File: config.mk
export PLATFORM = sky130hd
export DESIGN_NAME = stable_priority_queue_top_flat
export DESIGN_NICKNAME = d
export VERILOG_FILES = /design/src/hdl/spq_pkg.sv /design/src/hdl/spq_if.sv /design/src/hdl/spq_cell.sv /design/src/hdl/stable_priority_queue_top.sv /design/src/flat_wrapper.sv
export SDC_FILE = /design/constraint.sdc
export NUM_CORES = 1
export LEC_CHECK = 0
export ABC_AREA = 1
export BUFFER_PORTS_ARGS = -buffer_cell sky130_fd_sc_hd__buf_2
export CAP_MARGIN = 10
export CORE_MARGIN = 2
export CORE_UTILIZATION = 35
export CTS_BUF_LIST = sky130_fd_sc_hd__clkbuf_16
export CTS_CLUSTER_DIAMETER = 100
export DETAILED_ROUTE_END_ITERATION = 10
export GPL_ROUTABILITY_DRIVEN = 0
export SETUP_SLACK_MARGIN = 0.02
export SYNTH_ARGS = -nofsm -noshare
export SYNTH_HDL_FRONTEND = slang
export SYNTH_SLANG_ARGS = --single-unit
File: constraint.sdc
create_clock -name clk -period 5.6 [get_ports clk]
set_clock_uncertainty 0.2 [all_clocks]
set_input_delay 0.28 -clock clk [delete_from_list [all_inputs] [get_ports clk]]
set_output_delay 0.28 -clock clk [all_outputs]
set_load 0.005 [all_outputs]
File: src/hdl/spq_pkg.sv
// Shared types, codes and defaults for the stable priority queue.
package spq_pkg;

  // Default number of cells in the chain.
  localparam int DEFAULT_DEPTH = 16;

  // Width of the fill level seen on the response channel.
  localparam int FILL_W = 5;

  // Operation codes on the request channel.
  localparam logic MODE_INSERT = 1'b0;
  localparam logic MODE_REMOVE = 1'b1;

  // Response status codes.
  localparam logic [1:0] ST_INSERTED = 2'd0;
  localparam logic [1:0] ST_FULL     = 2'd1;
  localparam logic [1:0] ST_REMOVED  = 2'd2;
  localparam logic [1:0] ST_EMPTY    = 2'd3;

  // One stored entry.
  typedef struct packed {
    logic [15:0] code;
    logic [7:0]  kind;
    logic [3:0]  prio;
  } entry_t;

  // Operation broadcast to every cell of the chain.
  typedef struct packed {
    logic   ins;
    logic   rem;
    entry_t ent;
  } cell_op_t;

  // What one cell shows to its neighbours.
  typedef struct packed {
    logic   vld;
    logic   keep;
    entry_t ent;
  } cell_link_t;

endpackage

File: src/hdl/spq_if.sv
// Request and response channel interfaces of the stable priority queue.
interface spq_req_if;
  logic        valid;
  logic        ready;
  logic        mode;
  logic [15:0] entry_code;
  logic [7:0]  entry_kind;
  logic [3:0]  entry_priority;

  modport source (output valid, mode, entry_code, entry_kind, entry_priority, input ready);
  modport sink   (input valid, mode, entry_code, entry_kind, entry_priority, output ready);
endinterface

interface spq_rsp_if;
  logic        valid;
  logic        ready;
  logic [1:0]  status;
  logic [15:0] out_code;
  logic [7:0]  out_kind;
  logic [3:0]  out_priority;
  logic [4:0]  fill_level;

  modport source (output valid, status, out_code, out_kind, out_priority, fill_level,
                  input ready);
  modport sink   (input valid, status, out_code, out_kind, out_priority, fill_level,
                  output ready);
endinterface

File: src/hdl/spq_cell.sv
// One cell of the sorted chain: holds a single entry and its valid flag.
module spq_cell
  import spq_pkg::*;
(
  input  logic       clk,
  input  logic       rst,
  input  cell_op_t   op,
  input  cell_link_t prev,
  input  cell_link_t next,
  output cell_link_t self
);

  logic   vld;
  entry_t ent;
  logic   keep;

  // The cell holds its entry on insert when it sorts at or before the new one.
  assign keep = vld && (ent.prio <= op.ent.prio);

  assign self.vld  = vld;
  assign self.keep = keep;
  assign self.ent  = ent;

  // Valid flag: insert shifts down behind the new entry, remove shifts up.
  always_ff @(posedge clk) begin
    if (rst) begin
      vld <= 1'b0;
    end else if (op.ins) begin
      if (!keep) begin
        vld <= prev.keep ? 1'b1 : prev.vld;
      end
    end else if (op.rem) begin
      vld <= next.vld;
    end
  end

  // Entry payload follows the same moves and needs no reset.
  always_ff @(posedge clk) begin
    if (op.ins) begin
      if (!keep) begin
        ent <= prev.keep ? op.ent : prev.ent;
      end
    end else if (op.rem) begin
      ent <= next.ent;
    end
  end

endmodule

File: src/hdl/stable_priority_queue_top.sv
// Top level of the stable priority queue: a chain of sorting cells and a response register.
//
//   channel | role  | payload
//   --------+-------+------------------------------------------------------------
//   req     | sink  | mode, entry_code, entry_kind, entry_priority
//   rsp     | source| status, out_code, out_kind, out_priority, fill_level
//
// Every cell compares its priority with the broadcast entry and moves in the
// same edge, so one insert or remove is done per clock unless a stalled response
// holds the request side. The response appears in the cycle after acceptance.
// A new request is taken whenever the response register is empty or is being
// drained in the same cycle; a stalled response holds the request side.
// Reset (synchronous, active high) empties the chain and the response register.
module stable_priority_queue_top
  import spq_pkg::*;
#(
  parameter int QUEUE_DEPTH = DEFAULT_DEPTH
) (
  input logic      clk,
  input logic      rst,
  spq_req_if.sink  req,
  spq_rsp_if.source rsp
);

  localparam int CNT_W = $clog2(QUEUE_DEPTH + 1);

  logic [CNT_W-1:0] count;
  logic             accept;
  logic             full;
  logic             empty;
  cell_op_t         op;
  entry_t           new_ent;
  cell_link_t       links [QUEUE_DEPTH];
  cell_link_t       edge_prev;
  cell_link_t       edge_next;

  assign full   = (count == CNT_W'(QUEUE_DEPTH));
  assign empty  = (count == '0);
  assign accept = req.valid && req.ready;

  // Request side stalls only while an unread response is held.
  assign req.ready = !rsp.valid || rsp.ready;

  assign new_ent.code = req.entry_code;
  assign new_ent.kind = req.entry_kind;
  assign new_ent.prio = req.entry_priority;

  // Operation broadcast to the chain; refused operations move nothing.
  assign op.ins = accept && (req.mode == MODE_INSERT) && !full;
  assign op.rem = accept && (req.mode == MODE_REMOVE) && !empty;
  assign op.ent = new_ent;

  // The head cell sees a neighbour that always keeps; the tail sees an empty one.
  assign edge_prev = '{vld: 1'b0, keep: 1'b1, ent: '0};
  assign edge_next = '{vld: 1'b0, keep: 1'b0, ent: '0};

  // Chain of cells.
  for (genvar i = 0; i < QUEUE_DEPTH; i++) begin : g_cell
    cell_link_t prev_link;
    cell_link_t next_link;

    if (i == 0) begin : g_head
      assign prev_link = edge_prev;
    end else begin : g_body
      assign prev_link = links[i-1];
    end

    if (i == QUEUE_DEPTH - 1) begin : g_tail
      assign next_link = edge_next;
    end else begin : g_mid
      assign next_link = links[i+1];
    end

    spq_cell u_cell (
      .clk  (clk),
      .rst  (rst),
      .op   (op),
      .prev (prev_link),
      .next (next_link),
      .self (links[i])
    );
  end

  // Entry count.
  always_ff @(posedge clk) begin
    if (rst) begin
      count <= '0;
    end else if (op.ins) begin
      count <= count + 1'b1;
    end else if (op.rem) begin
      count <= count - 1'b1;
    end
  end

  // Response valid flag.
  always_ff @(posedge clk) begin
    if (rst) begin
      rsp.valid <= 1'b0;
    end else if (accept) begin
      rsp.valid <= 1'b1;
    end else if (rsp.ready) begin
      rsp.valid <= 1'b0;
    end
  end

  // Response payload, loaded with each accepted transaction.
  // Entry fields carry the head entry on a removal and zero otherwise.
  always_ff @(posedge clk) begin
    if (accept) begin
      rsp.out_code     <= op.rem ? links[0].ent.code : '0;
      rsp.out_kind     <= op.rem ? links[0].ent.kind : '0;
      rsp.out_priority <= op.rem ? links[0].ent.prio : '0;
      if (req.mode == MODE_INSERT) begin
        rsp.status     <= full ? ST_FULL : ST_INSERTED;
        rsp.fill_level <= full ? FILL_W'(count) : FILL_W'(count + 1'b1);
      end else if (empty) begin
        rsp.status     <= ST_EMPTY;
        rsp.fill_level <= FILL_W'(count);
      end else begin
        rsp.status     <= ST_REMOVED;
        rsp.fill_level <= FILL_W'(count - 1'b1);
      end
    end
  end

endmodule

File: src/flat_wrapper.sv
// flat-port wrapper written by rule: the top's interface ports become plain ports
module stable_priority_queue_top_flat import spq_pkg::*;
#(
  parameter int QUEUE_DEPTH = DEFAULT_DEPTH
)
  (clk, rst, req_valid, req_mode, req_entry_code, req_entry_kind, req_entry_priority, req_ready, rsp_valid, rsp_status, rsp_out_code, rsp_out_kind, rsp_out_priority, rsp_fill_level, rsp_ready);
  spq_req_if req_i ();
  spq_rsp_if rsp_i ();
  input logic clk;
  input logic rst;
  input wire logic [$bits(req_i.valid)-1:0] req_valid;
  input wire logic [$bits(req_i.mode)-1:0] req_mode;
  input wire logic [$bits(req_i.entry_code)-1:0] req_entry_code;
  input wire logic [$bits(req_i.entry_kind)-1:0] req_entry_kind;
  input wire logic [$bits(req_i.entry_priority)-1:0] req_entry_priority;
  output wire logic [$bits(req_i.ready)-1:0] req_ready;
  output wire logic [$bits(rsp_i.valid)-1:0] rsp_valid;
  output wire logic [$bits(rsp_i.status)-1:0] rsp_status;
  output wire logic [$bits(rsp_i.out_code)-1:0] rsp_out_code;
  output wire logic [$bits(rsp_i.out_kind)-1:0] rsp_out_kind;
  output wire logic [$bits(rsp_i.out_priority)-1:0] rsp_out_priority;
  output wire logic [$bits(rsp_i.fill_level)-1:0] rsp_fill_level;
  input wire logic [$bits(rsp_i.ready)-1:0] rsp_ready;
  assign req_i.valid = req_valid;
  assign req_i.mode = req_mode;
  assign req_i.entry_code = req_entry_code;
  assign req_i.entry_kind = req_entry_kind;
  assign req_i.entry_priority = req_entry_priority;
  assign req_ready = req_i.ready;
  assign rsp_valid = rsp_i.valid;
  assign rsp_status = rsp_i.status;
  assign rsp_out_code = rsp_i.out_code;
  assign rsp_out_kind = rsp_i.out_kind;
  assign rsp_out_priority = rsp_i.out_priority;
  assign rsp_fill_level = rsp_i.fill_level;
  assign rsp_i.ready = rsp_ready;
  stable_priority_queue_top #(.QUEUE_DEPTH(QUEUE_DEPTH)) u_core (.clk(clk), .rst(rst), .req(req_i), .rsp(rsp_i));
endmodule
==> impl_metrics.ini, run 1 <==
[min_path]
min_path_type = primary input to flop
hp-start = req_entry_code[6]

[detailed_routing]
vias = 22600
drt-total-wl_um = 83800
post_drt_wl_per_cell_um = 19.1
first_pass_iters = 5
viasPerCell = 5.15
final_antenna_net_count = 0
drc = 0
drtIter0Drc = 2875

[placement]
dp.cells = 4257
dp.final_hpwl_um = 53700
port_buffers = 69

[timing]
rsz0062_at_grt = false
slew_violations = 0
fmax_mhz = 261
period_share_pct = 68.3
min_period_ns = 3.83
setup_viol = 0
relSlewSlack_pct = 25.7
hold_violations = 0
setup-tns-final_ns = 0
tightest_slew_ns = 1.11

[clock_network]
clockBufferDepth = 3
h-tree-depth = 2
clk_latency_ns = 0.64
cts_sinks = 505
cts_post_setup_buffers_inserted = 0
cts-root-buf = clkbuf_16
cts_tree = built
clk_pin_slew_ns = 0.06
numCtsBuffers = 55

[setup_path]
crit_arrival_ns = 4.12
cp_top_family = buffers and inverters
crit_chain = inv_1 > ha_1 > nand2_1 > nor2_2 > nand2_4 > nand2_8 > clkinv_8 > buf_12 > buf_4 > nand2_1 > nand2_1 > o21ai_0 > nand2_1
critPathLaunchType = flop
cp_num_buf_inv = 4
slowest_delay_ns = 0.51
cp_max_fo = 97
worstSetupEndpointType = flop
slowest_stage = buf_4
cp-startpoint = u_core.count[0]$_SDFFE_PP0P_
cp_common_cell = nand2_1
r2r-start = u_core.count[0]$_SDFFE_PP0P_
crit_type = flop to flop
cp.required_ns = 5.90

[cells_and_area]
drive_above_1_share_pct = 7.12
fin_cells = 4382
multi_input_area_sq_um = 10500
layout_common_cells = nand2_1, edfxtp_1, o21ai_0
syn2layout_area_growth_pct = 11.7
final-seq-area_sq_um = 14900
fin_nets = 3396
antenna_cells_inserted = 0
finish.utilization_pct = 39.3
final_common_cell = nand2_1
nFillCells = 7928

[global_route]
grt_pass1_vias = 20900
grt.total_usage_pct = 20.8
antenna_found_initial = 3
grt_max_degree = 107
grt_overflow = 0
grt_pass1_wl_um = 127000

[die]
ios = 70
dieArea_sq_um = 79700
dieWidth_um = 282
num_rows = 102
core_sq_um = 77100
start_util_pct = 35.2
die_h_um = 282

[logic_synthesis]
synthTopCellsByArea = edfxtp_1, nand2_1, o21ai_0
ys_seq_area_share_pct = 55.1
synth_top_area_share_pct = 53.5
synth_cell_types = 33
syn_area_sq_um = 27100
yosys.area.top_type = edfxtp_1
ys_seq_elements = 505
syn_nets = 3374
postSynthCellCount = 3275
yosys_warnings = 0
avgSynthCellArea_sq_um = 8.28

[run_status]
outcome = completed

[power_and_ir_drop]
powerDensity_nw_per_um2 = 355
ir_drop_mv = 0.225
p_leak_nw = 14.3

[job]
cap_violations = 0
kinds of logic after synthesis:
group	count (synthesis)	share of synthesized area, %
compound gates	474	8.98
xor+xnor	6	0.194
fa+ha+maj	66	3.05
buf+inv	408	6.35
flops	505	55.1
simple gates	1816	26.3
cell type report:
class / instances / area share [%]
Clock buffer: 55 / 4.55
Sequential cell: 505 / 49.4
Timing Repair Buffer: 148 / 3.37
Inverter: 225 / 2.83
Clock inverter: 47 / 0.959
Tap cell: 1040 / 4.30
Multi-Input combinational cell: 2362 / 34.6
worst min-delay path, stage by stage:
cell and delay, ns:
buf_2 0.12, nand2_2 0.21, o21ai_0 0.16
per-stage QoR:
| stage | instance area, sq um | setup WS [ns] | hold slack (ns) | power [W] |
|---|---|---|---|---|
| floorplan | 27100 | 1.18 | 0.149 | 0.00653 |
| global placement | 28400 | 1.90 | 0.287 | 0.00725 |
| detailed placement | 28400 | 1.88 | 0.287 | 0.00728 |
| CTS | 30300 | 1.83 | 0.0182 | 0.0108 |
| global route | 30300 | 1.53 | 0.0449 | 0.0112 |
| finish | 30300 | 1.77 | 0.0528 | 0.0107 |
where the power goes:
group          total, W  switching, W  internal [W]
clock           0.00348       0.00160       0.00188
combinational   0.00216       0.00152      0.000631
sequential      0.00510      0.000268       0.00483
worst paths after layout:
| check | end | slack, ns | depth (start not counted) |
|---|---|---|---|
| hold / removal | u_core.g_cell[0].u_cell.self[18]$_DFFE_PP_ | 0.05 | 3 |
| setup / recovery | u_core.g_cell[11].u_cell.self[24]$_DFFE_PP_ | 1.77 | 13 |
| setup reg to reg | u_core.g_cell[11].u_cell.self[24]$_DFFE_PP_ | 1.77 | 13 |
| hold reg to reg | u_core.g_cell[15].u_cell.vld$_SDFFE_PP0P_ | 0.31 | 2 |
flip-flops by register name, summed over array words and instances (netlist names), 2 cells and up:
register,flops
u_core.rsp.out_code,16
u_core.rsp.out_priority,4
u_core.g_cell.u_cell.vld,16
u_core.rsp.status,2
u_core.rsp.fill_level,5
u_core.rsp.out_kind,8
u_core.g_cell.u_cell.self,448
u_core.count,5
per-layer routing:
metal / routed length, um / up-vias / track usage, %
li1: - / 10800 / -
met4: 2880 / 0 / 7.41
met5: 0 / - / 0
met3: 7240 / 136 / 3.73
met2: 36900 / 967 / 31.6
met1: 36700 / 10700 / 29.7
what timing repair did:
item                                   CTS  global route
endpoints found under the hold margin   41             0
resized for setup                        0             0
hold buffers                            23             0
synthesized netlist by cell type:
library cell,n
nand2_1,1574
edfxtp_1,483
o21ai_0,334
inv_1,220
nand3_1,179
clkbuf_1,103
a21oi_1,86
ha_1,66
buf_2,48
nor2_1,33
o21ai_1,27
buf_4,24
dfxtp_1,22
nand2_2,21
o21bai_1,20
a31oi_1,4
buf_1,4
xor2_1,4
clkinv_1,3
buf_6,2
buf_8,2
nand2_4,2
nand3b_1,2
nand4_1,2
xnor2_1,2
a22oi_1,1
inv_2,1
inv_4,1
nor2_2,1
nor3_1,1
o221ai_1,1
o22ai_1,1
or2_2,1
Power figures use the tool's default switching activity.
==> inputs of run 2 (changes only) <==
--- a/config.mk
+++ b/config.mk
@@ -5,7 +5,7 @@
 export SDC_FILE = /design/constraint.sdc
 export NUM_CORES = 1
 export LEC_CHECK = 0
-export ABC_AREA = 1
+export ABC_AREA = 0
 export BUFFER_PORTS_ARGS = -buffer_cell sky130_fd_sc_hd__buf_2
 export CAP_MARGIN = 10
 export CORE_MARGIN = 2
==> constraint.sdc (replaced) <==
create_clock -name clk -period 3.2 [get_ports clk]
set_clock_uncertainty 0.2 [all_clocks]
set_input_delay 0.16 -clock clk [delete_from_list [all_inputs] [get_ports clk]]
set_output_delay 0.16 -clock clk [all_outputs]
set_load 0.005 [all_outputs]
==> impl_metrics.ini, run 2 <==
[logic_synthesis]
yosys.area.top_type = edfxtp_1
synthTopCellsByArea = edfxtp_1, o211ai_1, nand3_1
synth_cell_types = 52
synth_edf_count = 483
syn_nets = 2506
ys_seq_elements = 505
synth_top_area_share_pct = 56.8
postSynthCellCount = 2407
ys_seq_area_share_pct = 58.5
avgSynthCellArea_sq_um = 10.6
async_flop_share_pct = 0
synth_top_flop_cell = edfxtp_1
synth_commonest_cells = nand2_1, edfxtp_1, nand3_1
synth.most_common_cell = nand2_1
syn_area_sq_um = 25500
yosys_warnings = 0

[timing]
setup-tns-final_ns = 0
hold_violations = 0
setup_viol = 0
relSlewSlack_pct = 41.5
rsz0062_at_grt = false
tightest_slew_ns = 0.875
period_share_pct = 90.2
slew_violations = 0
fin_worst_hold_slack_ns = 0.0755
fmax_mhz = 346
min_period_ns = 2.89

[die]
num_rows = 99
start_util_pct = 35.2
dieArea_sq_um = 75200
die_h_um = 274
core_sq_um = 72600
dieWidth_um = 274
ios = 70

[setup_path]
rrSetupSlack_ns = 0.31
r2r_cells = 6
crit_arrival_ns = 2.97
endpoint = u_core.g_cell[12].u_cell.self[19]$_DFFE_PP_
rr_endpoint = u_core.g_cell[12].u_cell.self[19]$_DFFE_PP_
cp_max_fo = 24
cp.required_ns = 3.29
worstSetupEndpointType = flop
crit_type = flop to flop
critPathLaunchType = flop
cp-startpoint = u_core.count[0]$_SDFFE_PP0P_
r2r-start = u_core.count[0]$_SDFFE_PP0P_

[min_path]
hold_depth = 3
min_path_type = primary input to flop

[placement]
dp.cells = 3284
dp.final_hpwl_um = 43200
port_buffers = 69

[cells_and_area]
finish.utilization_pct = 39.9
antenna_cells_inserted = 0
largest_reg_flops = 448
syn2layout_area_growth_pct = 13.5
drive_above_1_share_pct = 10.7
final-seq-area_sq_um = 14900
layout_common_cells = nand2_1, edfxtp_1, nand3_1
multi_input_area_sq_um = 9580
fin_cells = 3397
fin_nets = 2498
final_common_cell = nand2_1
nFillCells = 6956

[detailed_routing]
drtIter0Drc = 1867
viasPerCell = 5.66
first_pass_iters = 5
drt-total-wl_um = 65400
drc = 0
final_antenna_net_count = 0
vias = 19200
post_drt_wl_per_cell_um = 19.3

[global_route]
grt_pass1_vias = 18500
grt_pass1_wl_um = 105000
grt_max_degree = 93
grt_overflow = 0
grt.total_usage_pct = 17.1
antenna_found_initial = 0

[job]
cap_violations = 0

[clock_network]
cts-root-buf = clkbuf_16
clockBufferDepth = 3
cts_post_setup_buffers_inserted = 0
cts_sinks = 505
cts_tree = built
clk_pin_slew_ns = 0.06
numCtsBuffers = 51
h-tree-depth = 2
ctsResizeCount = 0
clk_latency_ns = 0.60

[power_and_ir_drop]
ir_drop_mv = 0.357
powerDensity_nw_per_um2 = 602
p_leak_nw = 10.2

[run_status]
outcome = completed
[run 2: cell count changes after synthesis, sizes merged, moves of 61 or more]
| cell | delta |
|---|---|
| inv | -195 |
| o211ai | +379 |
| nand3 | +258 |
| o21ai | -322 |
| nand2 | -1085 |
| a21oi | -61 |
[run 2: how the worst min path moves through the flow]
stage	from	endpoint	slack, ns
floorplan	rst	u_core.g_cell[11].u_cell.vld$_SDFFE_PP0P_	0.03
global placement	u_core.g_cell[15].u_cell.vld$_SDFFE_PP0P_	u_core.g_cell[14].u_cell.vld$_SDFFE_PP0P_	0.31
detailed placement	u_core.g_cell[15].u_cell.vld$_SDFFE_PP0P_	u_core.g_cell[14].u_cell.vld$_SDFFE_PP0P_	0.31
CTS	req_entry_kind[6]	u_core.g_cell[0].u_cell.self[10]$_DFFE_PP_	0.05
global route	req_entry_code[14]	u_core.g_cell[0].u_cell.self[26]$_DFFE_PP_	0.14
finish	req_entry_code[14]	u_core.g_cell[0].u_cell.self[26]$_DFFE_PP_	0.08
[run 2: cell type report]
class | instances | share of cell area (%)
flip-flops and latches | 505 | 51.6
clock buffers | 52 | 4.49
inverters | 27 | 0.350
multi-input cells | 1643 | 33.0
repair buffers | 171 | 5.70
clock inverters | 40 | 0.712
well taps | 959 | 4.14
[run 2: per-layer routing]
metal	track usage (%)	up-vias	wire, um
met5	0	-	0
met3	2.32	105	3870
met4	5.35	0	1750
li1	-	9103	-
met2	27.2	651	30300
met1	24.3	9378	29500
[run 2: where the power goes]
group          switching [W]  internal (W)
Combinational        0.00192       0.00110
Clock                0.00254       0.00301
Sequential          0.000490       0.00839
Total                0.00496        0.0125
[run 2: logic make-up (layout without fill, tap and decap cells)]
logic type                 count (synthesis)  count (layout)  synth area share (%)
and+or+nand+nor                         1076            1076                  19.4
DFF                                      505             505                  58.5
xor gates and xnor gates                   4               4                 0.137
buffers and inverters                    259             290                  4.37
AOI/OAI and AO/OA                        497             497                  14.3
adders and majority gates                 66              66                  3.23
[run 2: through the flow]
step                power, W  area [sq um]  worst slack (ns)
global route          0.0182         29000             0.134
finish                0.0175         29000             0.312
global placement      0.0119         27300             0.343
CTS                   0.0176         29000             0.323
detailed placement    0.0120         27300             0.323
floorplan             0.0109         25500             0.207
[run 2: what timing repair did]
item,in CTS,in global routing
setup endpoints to repair,0,0
endpoints found under the hold margin,181,0
hold buffers,21,0
[run 2: critical path: stages, from the launching register on]
cell and delay [ns]:
dfxtp_1 0.46, inv_1 0.08, ha_1 0.27, or4b_4 0.25
nand4_2 0.53, nand2_1 0.51, buf_12 0.25
